`src/design/kcp_pkg.sv`:
```
// shared types and constants of the keyboard command processor
package kcp_pkg;

  localparam logic [1:0] REQ_CMD     = 2'd0;
  localparam logic [1:0] REQ_PRESS   = 2'd1;
  localparam logic [1:0] REQ_RELEASE = 2'd2;

  localparam logic [2:0] CMD_RPT_DELAY = 3'd0;
  localparam logic [2:0] CMD_RPT_RATE  = 3'd1;
  localparam logic [2:0] CMD_LED_SET   = 3'd2;
  localparam logic [2:0] CMD_LED_READ  = 3'd3;
  localparam logic [2:0] CMD_SW_READ   = 3'd4;
  localparam logic [2:0] CMD_RPT_EN    = 3'd5;
  localparam logic [2:0] CMD_KEY_EN    = 3'd6;
  localparam logic [2:0] CMD_RESET     = 3'd7;

  localparam logic [7:0] KEY_SHIFT = 8'h10;
  localparam logic [7:0] KEY_CTRL  = 8'h11;
  localparam logic [7:0] KEY_GRAPH = 8'h12;

  localparam logic [7:0] BRK_SHIFT = 8'h86;
  localparam logic [7:0] BRK_CTRL  = 8'h8a;
  localparam logic [7:0] BRK_GRAPH = 8'h8c;
  localparam logic [7:0] DIAG_BYTE = 8'h00;

  localparam logic [3:0] LED_PREFIX = 4'b1100;
  localparam logic [3:0] SW_PREFIX  = 4'b1000;

  localparam logic [2:0] IDX_SHIFT = 3'd3;
  localparam logic [2:0] IDX_CTRL  = 3'd5;
  localparam logic [2:0] IDX_GRAPH = 3'd6;
  localparam logic [2:0] IDX_LAST  = 3'd7;

  localparam int QDEPTH = 4;
  localparam int QAW    = $clog2(QDEPTH);
  localparam int QCW    = $clog2(QDEPTH + 1);

  typedef enum logic [1:0] {
    JOB_BYTE,
    JOB_LEDS,
    JOB_SWITCH
  } job_op_t;

  typedef struct packed {
    job_op_t    op;
    logic [7:0] data;
    logic       clr;
  } job_t;

  typedef struct packed {
    logic valid;
    logic full;
  } q_stat_t;

endpackage

```
`src/design/kcp_ifs.sv`:
```
// item channel interfaces of the keyboard command processor
interface kcp_in_if;
  logic       valid;
  logic       ready;
  logic [1:0] req_type;
  logic [7:0] value;
  logic [7:0] make_code;

  modport source (output valid, output req_type, output value, output make_code,
                  input ready);
  modport sink (input valid, input req_type, input value, input make_code,
                output ready);
endinterface

interface kcp_out_if;
  logic       valid;
  logic       ready;
  logic [7:0] out_byte;
  logic       clear_first;
  logic       last;

  modport source (output valid, output out_byte, output clear_first, output last,
                  input ready);
  modport sink (input valid, input out_byte, input clear_first, input last,
                output ready);
endinterface

```
`src/design/kcp_front.sv`:
```
// front end: accepts items, keeps keyboard state, queues output jobs
module kcp_front (
  input  logic             clk,
  input  logic             rst_n,
  kcp_in_if.sink           in_ch,
  input  kcp_pkg::q_stat_t q_stat,
  output logic             push,
  output kcp_pkg::job_t    push_job
);

  logic [7:0] led_r, led_nxt;
  logic       en_r, en_nxt;
  logic       rpt_r, rpt_nxt;
  logic [2:0] mod_r, mod_nxt;
  logic [2:0] mb;
  logic       acc;

  assign in_ch.ready = !q_stat.full;
  assign acc = in_ch.valid && in_ch.ready;

  always_comb begin
    unique case (in_ch.value)
      kcp_pkg::KEY_SHIFT: mb = 3'b001;
      kcp_pkg::KEY_CTRL:  mb = 3'b010;
      kcp_pkg::KEY_GRAPH: mb = 3'b100;
      default:            mb = 3'b000;
    endcase
  end

  always_comb begin
    led_nxt  = led_r;
    en_nxt   = en_r;
    rpt_nxt  = rpt_r;
    mod_nxt  = mod_r;
    push     = 1'b0;
    push_job = '{op: kcp_pkg::JOB_BYTE, data: 8'h00, clr: 1'b0};
    if (acc) begin
      case (in_ch.req_type)
        kcp_pkg::REQ_CMD: begin
          unique case (in_ch.value[7:5])
            kcp_pkg::CMD_RPT_DELAY, kcp_pkg::CMD_RPT_RATE: ;
            kcp_pkg::CMD_LED_SET: led_nxt[in_ch.value[3:1]] = in_ch.value[0];
            kcp_pkg::CMD_LED_READ: begin
              push     = 1'b1;
              push_job = '{op: kcp_pkg::JOB_LEDS, data: led_r, clr: 1'b1};
            end
            kcp_pkg::CMD_SW_READ: begin
              push     = 1'b1;
              push_job = '{op: kcp_pkg::JOB_SWITCH, data: {5'b0, mod_r}, clr: 1'b1};
            end
            kcp_pkg::CMD_RPT_EN: rpt_nxt = in_ch.value[0];
            kcp_pkg::CMD_KEY_EN: en_nxt = in_ch.value[0];
            kcp_pkg::CMD_RESET: begin
              led_nxt = 8'h00;
              en_nxt  = 1'b1;
              rpt_nxt = 1'b1;
              if (!in_ch.value[0]) begin
                push     = 1'b1;
                push_job = '{op: kcp_pkg::JOB_BYTE, data: kcp_pkg::DIAG_BYTE, clr: 1'b1};
              end
            end
            default: ;
          endcase
        end
        kcp_pkg::REQ_PRESS: begin
          mod_nxt = mod_r | mb;
          if (en_r && (in_ch.make_code != 8'h00)) begin
            push     = 1'b1;
            push_job = '{op: kcp_pkg::JOB_BYTE, data: in_ch.make_code, clr: 1'b0};
          end
        end
        kcp_pkg::REQ_RELEASE: begin
          mod_nxt = mod_r & ~mb;
          if (en_r && (mb != 3'b000)) begin
            push = 1'b1;
            unique case (mb)
              3'b001:  push_job.data = kcp_pkg::BRK_SHIFT;
              3'b010:  push_job.data = kcp_pkg::BRK_CTRL;
              default: push_job.data = kcp_pkg::BRK_GRAPH;
            endcase
          end
        end
        default: ;
      endcase
    end
  end

  always_ff @(posedge clk) begin
    if (!rst_n) begin
      led_r <= 8'h00;
      en_r  <= 1'b1;
      rpt_r <= 1'b1;
      mod_r <= 3'b000;
    end else begin
      led_r <= led_nxt;
      en_r  <= en_nxt;
      rpt_r <= rpt_nxt;
      mod_r <= mod_nxt;
    end
  end

endmodule

```
`src/design/kcp_queue.sv`:
```
// short job queue between front and back end
module kcp_queue (
  input  logic              clk,
  input  logic              rst_n,
  input  logic              push,
  input  kcp_pkg::job_t     push_job,
  input  logic              pop,
  output kcp_pkg::job_t     pop_job,
  output kcp_pkg::q_stat_t  q_stat
);

  kcp_pkg::job_t              mem_r [kcp_pkg::QDEPTH];
  logic [kcp_pkg::QAW-1:0]    wr_r, wr_nxt;
  logic [kcp_pkg::QAW-1:0]    rd_r, rd_nxt;
  logic [kcp_pkg::QCW-1:0]    cnt_r, cnt_nxt;

  assign q_stat.valid = (cnt_r != '0);
  assign q_stat.full  = (cnt_r == kcp_pkg::QCW'(kcp_pkg::QDEPTH));
  assign pop_job      = mem_r[rd_r];

  always_comb begin
    wr_nxt  = push ? wr_r + 1'b1 : wr_r;
    rd_nxt  = pop ? rd_r + 1'b1 : rd_r;
    cnt_nxt = cnt_r;
    if (push && !pop) begin
      cnt_nxt = cnt_r + 1'b1;
    end else if (!push && pop) begin
      cnt_nxt = cnt_r - 1'b1;
    end
  end

  always_ff @(posedge clk) begin
    if (push) begin
      mem_r[wr_r] <= push_job;
    end
    if (!rst_n) begin
      wr_r  <= '0;
      rd_r  <= '0;
      cnt_r <= '0;
    end else begin
      wr_r  <= wr_nxt;
      rd_r  <= rd_nxt;
      cnt_r <= cnt_nxt;
    end
  end

endmodule

```
`src/design/kcp_back.sv`:
```
// back end: expands queued jobs into output bytes behind an output register
module kcp_back (
  input  logic             clk,
  input  logic             rst_n,
  input  kcp_pkg::q_stat_t q_stat,
  input  kcp_pkg::job_t    pop_job,
  output logic             pop,
  kcp_out_if.source        out_ch
);

  kcp_pkg::job_t cur_r, cur_nxt;
  logic          cur_valid_r, cur_valid_nxt;
  logic [2:0]    cnt_r, cnt_nxt;
  logic          ov_r, ov_nxt;
  logic [7:0]    ob_r, ob_nxt;
  logic          oc_r, oc_nxt;
  logic          ol_r, ol_nxt;
  logic          take;
  logic          fire;
  logic          done;
  logic          sw_bit;
  logic [7:0]    gen_byte;

  assign out_ch.valid       = ov_r;
  assign out_ch.out_byte    = ob_r;
  assign out_ch.clear_first = oc_r;
  assign out_ch.last        = ol_r;

  assign take = !ov_r || out_ch.ready;
  assign fire = cur_valid_r && take;
  assign done = fire && ((cur_r.op == kcp_pkg::JOB_BYTE) || (cnt_r == kcp_pkg::IDX_LAST));
  assign pop  = q_stat.valid && (!cur_valid_r || done);

  always_comb begin
    case (cnt_r)
      kcp_pkg::IDX_SHIFT: sw_bit = cur_r.data[0];
      kcp_pkg::IDX_CTRL:  sw_bit = cur_r.data[1];
      kcp_pkg::IDX_GRAPH: sw_bit = cur_r.data[2];
      default:            sw_bit = 1'b0;
    endcase
  end

  always_comb begin
    unique case (cur_r.op)
      kcp_pkg::JOB_LEDS:   gen_byte = {kcp_pkg::LED_PREFIX, cnt_r, cur_r.data[cnt_r]};
      kcp_pkg::JOB_SWITCH: gen_byte = {kcp_pkg::SW_PREFIX, cnt_r, sw_bit};
      default:             gen_byte = cur_r.data;
    endcase
  end

  always_comb begin
    cur_nxt       = cur_r;
    cur_valid_nxt = cur_valid_r;
    cnt_nxt       = cnt_r;
    ov_nxt        = ov_r;
    ob_nxt        = ob_r;
    oc_nxt        = oc_r;
    ol_nxt        = ol_r;
    if (fire) begin
      ov_nxt = 1'b1;
      ob_nxt = gen_byte;
      oc_nxt = cur_r.clr && (cnt_r == 3'd0);
      ol_nxt = done;
    end else if (out_ch.ready) begin
      ov_nxt = 1'b0;
    end
    if (pop) begin
      cur_nxt       = pop_job;
      cur_valid_nxt = 1'b1;
      cnt_nxt       = 3'd0;
    end else if (done) begin
      cur_valid_nxt = 1'b0;
    end else if (fire) begin
      cnt_nxt = cnt_r + 3'd1;
    end
  end

  always_ff @(posedge clk) begin
    cur_r <= cur_nxt;
    ob_r  <= ob_nxt;
    oc_r  <= oc_nxt;
    ol_r  <= ol_nxt;
    if (!rst_n) begin
      cur_valid_r <= 1'b0;
      cnt_r       <= 3'd0;
      ov_r        <= 1'b0;
    end else begin
      cur_valid_r <= cur_valid_nxt;
      cnt_r       <= cnt_nxt;
      ov_r        <= ov_nxt;
    end
  end

endmodule

```
`src/design/keyboard_command_processor.sv`:
```
// keyboard command processor top level
// an item's bytes pass the job queue, the current job register and the output register
// throughput: one output byte per cycle from the back end expander while host is ready;
// an input item per cycle while the 4-entry job queue has room, status reads 8 bytes each
// items that cause no byte are handled in the front end only
// reset: synchronous active-low, leds cleared, enable and repeat set, queue emptied
module keyboard_command_processor (
  input  logic      clk,
  input  logic      rst_n,
  kcp_in_if.sink    in_ch,
  kcp_out_if.source out_ch
);

  kcp_pkg::q_stat_t q_stat;
  kcp_pkg::job_t    push_job;
  kcp_pkg::job_t    pop_job;
  logic             push;
  logic             pop;

  kcp_front u_front (
    .clk      (clk),
    .rst_n    (rst_n),
    .in_ch    (in_ch),
    .q_stat   (q_stat),
    .push     (push),
    .push_job (push_job)
  );

  kcp_queue u_queue (
    .clk      (clk),
    .rst_n    (rst_n),
    .push     (push),
    .push_job (push_job),
    .pop      (pop),
    .pop_job  (pop_job),
    .q_stat   (q_stat)
  );

  kcp_back u_back (
    .clk     (clk),
    .rst_n   (rst_n),
    .q_stat  (q_stat),
    .pop_job (pop_job),
    .pop     (pop),
    .out_ch  (out_ch)
  );

endmodule

```
`src/flat_wrapper.sv`:
```
// flat-port wrapper written by rule: the top's interface ports become plain ports
module keyboard_command_processor_flat 
  (clk, rst_n, in_ch_valid, in_ch_req_type, in_ch_value, in_ch_make_code, in_ch_ready, out_ch_valid, out_ch_out_byte, out_ch_clear_first, out_ch_last, out_ch_ready);
  kcp_in_if in_ch_i ();
  kcp_out_if out_ch_i ();
  input  logic clk;
  input  logic rst_n;
  input wire logic [$bits(in_ch_i.valid)-1:0] in_ch_valid;
  input wire logic [$bits(in_ch_i.req_type)-1:0] in_ch_req_type;
  input wire logic [$bits(in_ch_i.value)-1:0] in_ch_value;
  input wire logic [$bits(in_ch_i.make_code)-1:0] in_ch_make_code;
  output wire logic [$bits(in_ch_i.ready)-1:0] in_ch_ready;
  output wire logic [$bits(out_ch_i.valid)-1:0] out_ch_valid;
  output wire logic [$bits(out_ch_i.out_byte)-1:0] out_ch_out_byte;
  output wire logic [$bits(out_ch_i.clear_first)-1:0] out_ch_clear_first;
  output wire logic [$bits(out_ch_i.last)-1:0] out_ch_last;
  input wire logic [$bits(out_ch_i.ready)-1:0] out_ch_ready;
  assign in_ch_i.valid = in_ch_valid;
  assign in_ch_i.req_type = in_ch_req_type;
  assign in_ch_i.value = in_ch_value;
  assign in_ch_i.make_code = in_ch_make_code;
  assign in_ch_ready = in_ch_i.ready;
  assign out_ch_valid = out_ch_i.valid;
  assign out_ch_out_byte = out_ch_i.out_byte;
  assign out_ch_clear_first = out_ch_i.clear_first;
  assign out_ch_last = out_ch_i.last;
  assign out_ch_i.ready = out_ch_ready;
  keyboard_command_processor u_core (.clk(clk), .rst_n(rst_n), .in_ch(in_ch_i), .out_ch(out_ch_i));
endmodule
```
`config.mk`:
```
export PLATFORM = sky130hd
export DESIGN_NAME = keyboard_command_processor_flat
export DESIGN_NICKNAME = d
export VERILOG_FILES = /design/src/design/kcp_pkg.sv /design/src/design/kcp_ifs.sv /design/src/design/kcp_front.sv /design/src/design/kcp_queue.sv /design/src/design/kcp_back.sv /design/src/design/keyboard_command_processor.sv /design/src/flat_wrapper.sv
export SDC_FILE = /design/constraint.sdc
export NUM_CORES = 1
export LEC_CHECK = 0
export BUFFER_PORTS_ARGS = -buffer_cell sky130_fd_sc_hd__buf_2
export CORE_MARGIN = 4
export CORE_UTILIZATION = 54
export CTS_BUF_LIST = sky130_fd_sc_hd__clkbuf_8
export DETAILED_ROUTE_END_ITERATION = 10
export GPL_TIMING_DRIVEN = 0
export PLACE_DENSITY = 0.76
export REMOVE_ABC_BUFFERS = 1
export SLEW_MARGIN = 25
export SYNTH_ARGS = -nofsm -noshare
export SYNTH_HDL_FRONTEND = slang
export SYNTH_SLANG_ARGS = --single-unit
export TNS_END_PERCENT = 100
```
`constraint.sdc`:
```
create_clock -name clk -period 2.9 [get_ports clk]
set_input_delay 0.58 -clock clk [delete_from_list [all_inputs] [get_ports clk]]
set_output_delay 0.58 -clock clk [all_outputs]
set_load 0.05 [all_outputs]
```
==> results.md <==
* CTS Buf Count at 9
* Worst-Margin Slew at 994 ps
* Clock Skew at 5.54 ps
* Final GP Congestion at 0.840
* IO Pins at 34
* Drt pass-1 iters at 7
* Launching point of the worst reg2reg path: u_core.u_back.cnt_r[0]
* Commonest non-fill, non-tap cell in the layout: edfxtp_1
* Period utilisation layout at 96.2%
* Register area share after synthesis at 57.3%
* FMAX at 358 MHz
* Vias/cell at 5.72
* DRC violations left at 0
* Vias in the first global route at 2704
* Sequential cell area at 2430 µm²
* CTS tree: yes
* First-pass GRT wire length at 12.9 mm
* Setup TNS at 0 ps
* Worst-case clock buffer depth at 2
* Mean Syn Cell Area at 12.7 µm²
* Number of synthesized flops with an enable pin at 65
* Mapped cell area at 4240 µm²
* Combinational power share at 32.2%
* IO Port Bufs at 33
* Syn-to-layout area delta at 10.6%
* H-Tree Depth at 3
* Min setup slack post-route at 109 ps
* CP arrival at 3080 ps
* Share of power burned in the clock network at 19.4%
* Switching pwr at 1380 µW
* 1st-iter DRT viols at 130
* Root Driver: clkbuf_8
* Leakage Power at 0.00165 µW
* Antenna Violating Nets Remaining at 0
* GRT Overall Usage at 16.9%
* Rows at 32
* Tmin final at 2790 ps
* Routed WL at 7.56 mm
* Dominant synthesized flop cell: edfxtp_1
* Syn Inst Count at 335
* Int Power at 2440 µW
* Ys async rst share at 0%
* HPWL Detailed at 5.47 mm
* Status: finished, final reports clean
* Endpoints failing setup at 0
* Cell Pwr Density at 813 nW/µm²
* Die height at 96.7 µm
* Warnings from Yosys at 0
* Overall power at 3810 µW
* Core area at 7690 µm²
* Slew Viols, Final at 0
* Min-Delay Path Class: flop to flop
* Total number of vias at 2712
* Crit. End Element: flop
* Hold Fails Final Rpt at 0
* Clk sink count at 89
* Min Hold Slack at 454 ps
* Max_cap viols at 0
* Worst r2r dst: u_core.u_queue.cnt_r[2]
* Worst slack, placed at -408 ps
* Type of origin of the critical path: input pin
* Part of the power in registers at 48.4%
* Nets at 408
* Dominant cell type by area after synthesis: edfxtp_1
* Worst-path fanout max at 6
* CP required at 3190 ps
* Die X-Extent at 96.7 µm
* Fillcell total at 631
* Antenna violations before repair at 0
* Switching Fraction at 36.1%
* Synth cell types at 59
* Synth area leaders: edfxtp_1 46%, dfxtp_1 11%, mux4_2 6.9%
* Pin count of the biggest net entering global routing at 18
* CTS Hold Buffers Added at 0
* Worst-Skew Late Latency at 350 ps
* Drt wl/cell at 15.9 µm
* Flops & latches, synth at 89
* Worst R2R Setup Slack at 270 ps
* Reg2reg path depth at 11
* Die area at 9340 µm²
* CTS clock-pin slew for the worst setup and hold paths at 90 ps
* Crit path launch: in_ch_value[2]
* N_diodes at 0
* Share of the synthesized area in the top cell type at 46.0%
* Peak VDD IR at 282 µV
* Proportion of layout cells with a drive suffix above 1 at 22.0%
* Initial cell density of the core at 55.2%
* Rel. slew slack at 33.4%
* Multi-input logic area at 1680 µm²
* Worst setup endpoint: u_core.u_queue.cnt_r[2]
* Highest-count cells in the layout ignoring fill and taps: 65 x edfxtp_1, 33 x buf_2, 26 x nand2_1
* Crit Path Category: input pin to flop
* Grt ovf at 0
[cell families (layout without fill, tap and decap cells)]
family                     count (synthesis)  after routing  share of synthesized area, %
xor gates and xnor gates                   5              5                          1.03
buffers and inverters                     39             76                          3.66
and+or+nand+nor                          104            104                          13.6
AOI/OAI and AO/OA                         63             63                          11.0
adders and majority gates                 19             19                          5.78
DFF                                       89             89                          57.3
muxes                                     16             16                          7.61
[final cells by class]
| type | count | share of cell area (%) |
|---|---|---|
| multi-input cells | 207 | 35.8 |
| well taps | 102 | 2.72 |
| inverters | 22 | 1.76 |
| repair buffers | 38 | 4.32 |
| clock inverters | 7 | 0.960 |
| flip-flops and latches | 89 | 51.8 |
| clock buffers | 9 | 2.64 |
[metrics by stage]
stage	area, µm²	instances	util [%]
after floorplan	4170	318	-
after global placement	4460	453	58.1
after detailed placement	4460	453	58.1
after CTS	4650	470	60.5
after global routing	4690	474	61.1
final	4690	474	61.1
[worst min-delay path by stage]
stage / startpoint / to / slack (ps) / cells past startpoint
after floorplan: u_core.u_front.led_r[3] / u_core.u_front.led_r[3] / 430 / 2
after global placement: u_core.u_front.led_r[3] / u_core.u_front.led_r[3] / 450 / 2
after detailed placement: u_core.u_front.led_r[5] / u_core.u_front.led_r[5] / 440 / 2
after CTS: u_core.u_front.led_r[5] / u_core.u_front.led_r[5] / 460 / 2
after global routing: u_core.u_front.led_r[5] / u_core.u_front.led_r[5] / 480 / 2
final: u_core.u_front.led_r[5] / u_core.u_front.led_r[5] / 450 / 2
[synthesized netlist by cell type (3+ instances only)]
master,n
a22oi_1,5
a21oi_1,14
ha_1,18
a222oi_1,3
nand4_1,4
inv_1,18
o21ai_0,4
edfxtp_1,65
nor2_1,24
buf_2,7
and2_1,4
clkbuf_1,8
nor3b_2,5
mux2i_1,3
nor3_1,3
o2bb2ai_1,6
dfxtp_1,24
nand3_1,7
and4_1,3
inv_2,4
a31oi_1,4
mux4_2,13
a22o_1,3
o22ai_1,3
nand2_1,26
o21ai_1,3
nor2b_1,11
xor2_1,3
[state kept, by name (all words and copies together), names as in the netlist, named ones only]
name,count
u_core.u_back.cur_r,11
u_core.u_back.cnt_r,3
u_core.u_front.en_r,1
u_core.u_front.led_r,8
u_core.u_back.out_ch.valid,1
u_core.u_back.out_ch.last,1
u_core.u_queue.wr_r,2
u_core.u_queue.cnt_r,3
u_core.u_queue.rd_r,2
u_core.u_back.out_ch.clear_first,1
u_core.u_back.out_ch.out_byte,8
u_core.u_back.cur_valid_r,1
u_core.u_queue.mem_r,44
[power by group through the flow]
stage,registers (µW),logic (µW),clock network [µW]
detailed placement,1880,1220,0
floorplan,2090,715,0
global placement,1870,1190,0
CTS,1860,1230,752
finish,1850,1230,742
global route,1890,1350,812
[layer usage]
| layer | track usage, % | vias up | wire length [µm] | share of wire (%) |
|---|---|---|---|---|
| li1 | - | 1324 | - | - |
| met1 | 20.6 | 1295 | 3150 | 42 |
| met2 | 29.3 | 79 | 3910 | 52 |
| met3 | 2.81 | 14 | 353 | 4.7 |
| met4 | 8.21 | 0 | 152 | 2.0 |
| met5 | 0 | - | 0 | 0 |
[what timing repair did]
item | CTS | global route
setup buffers | 1 | 4
setup endpoints to repair | 1 | 1
pin swaps | 1 | 5
gates resized for setup | 2 | 4
cloned | 0 | 0
[worst max-delay path, cell delays in order]
cell and delay (ps):
buf_2 130, or4_4 560, a211oi_4 330, a211oi_4 80
nor2_1 160, ha_2 210, inv_1 50, fa_1 370
xor2_1 180, or3_1 300, a21oi_1 140
Note: power is estimated with default switching activity, not from simulation.
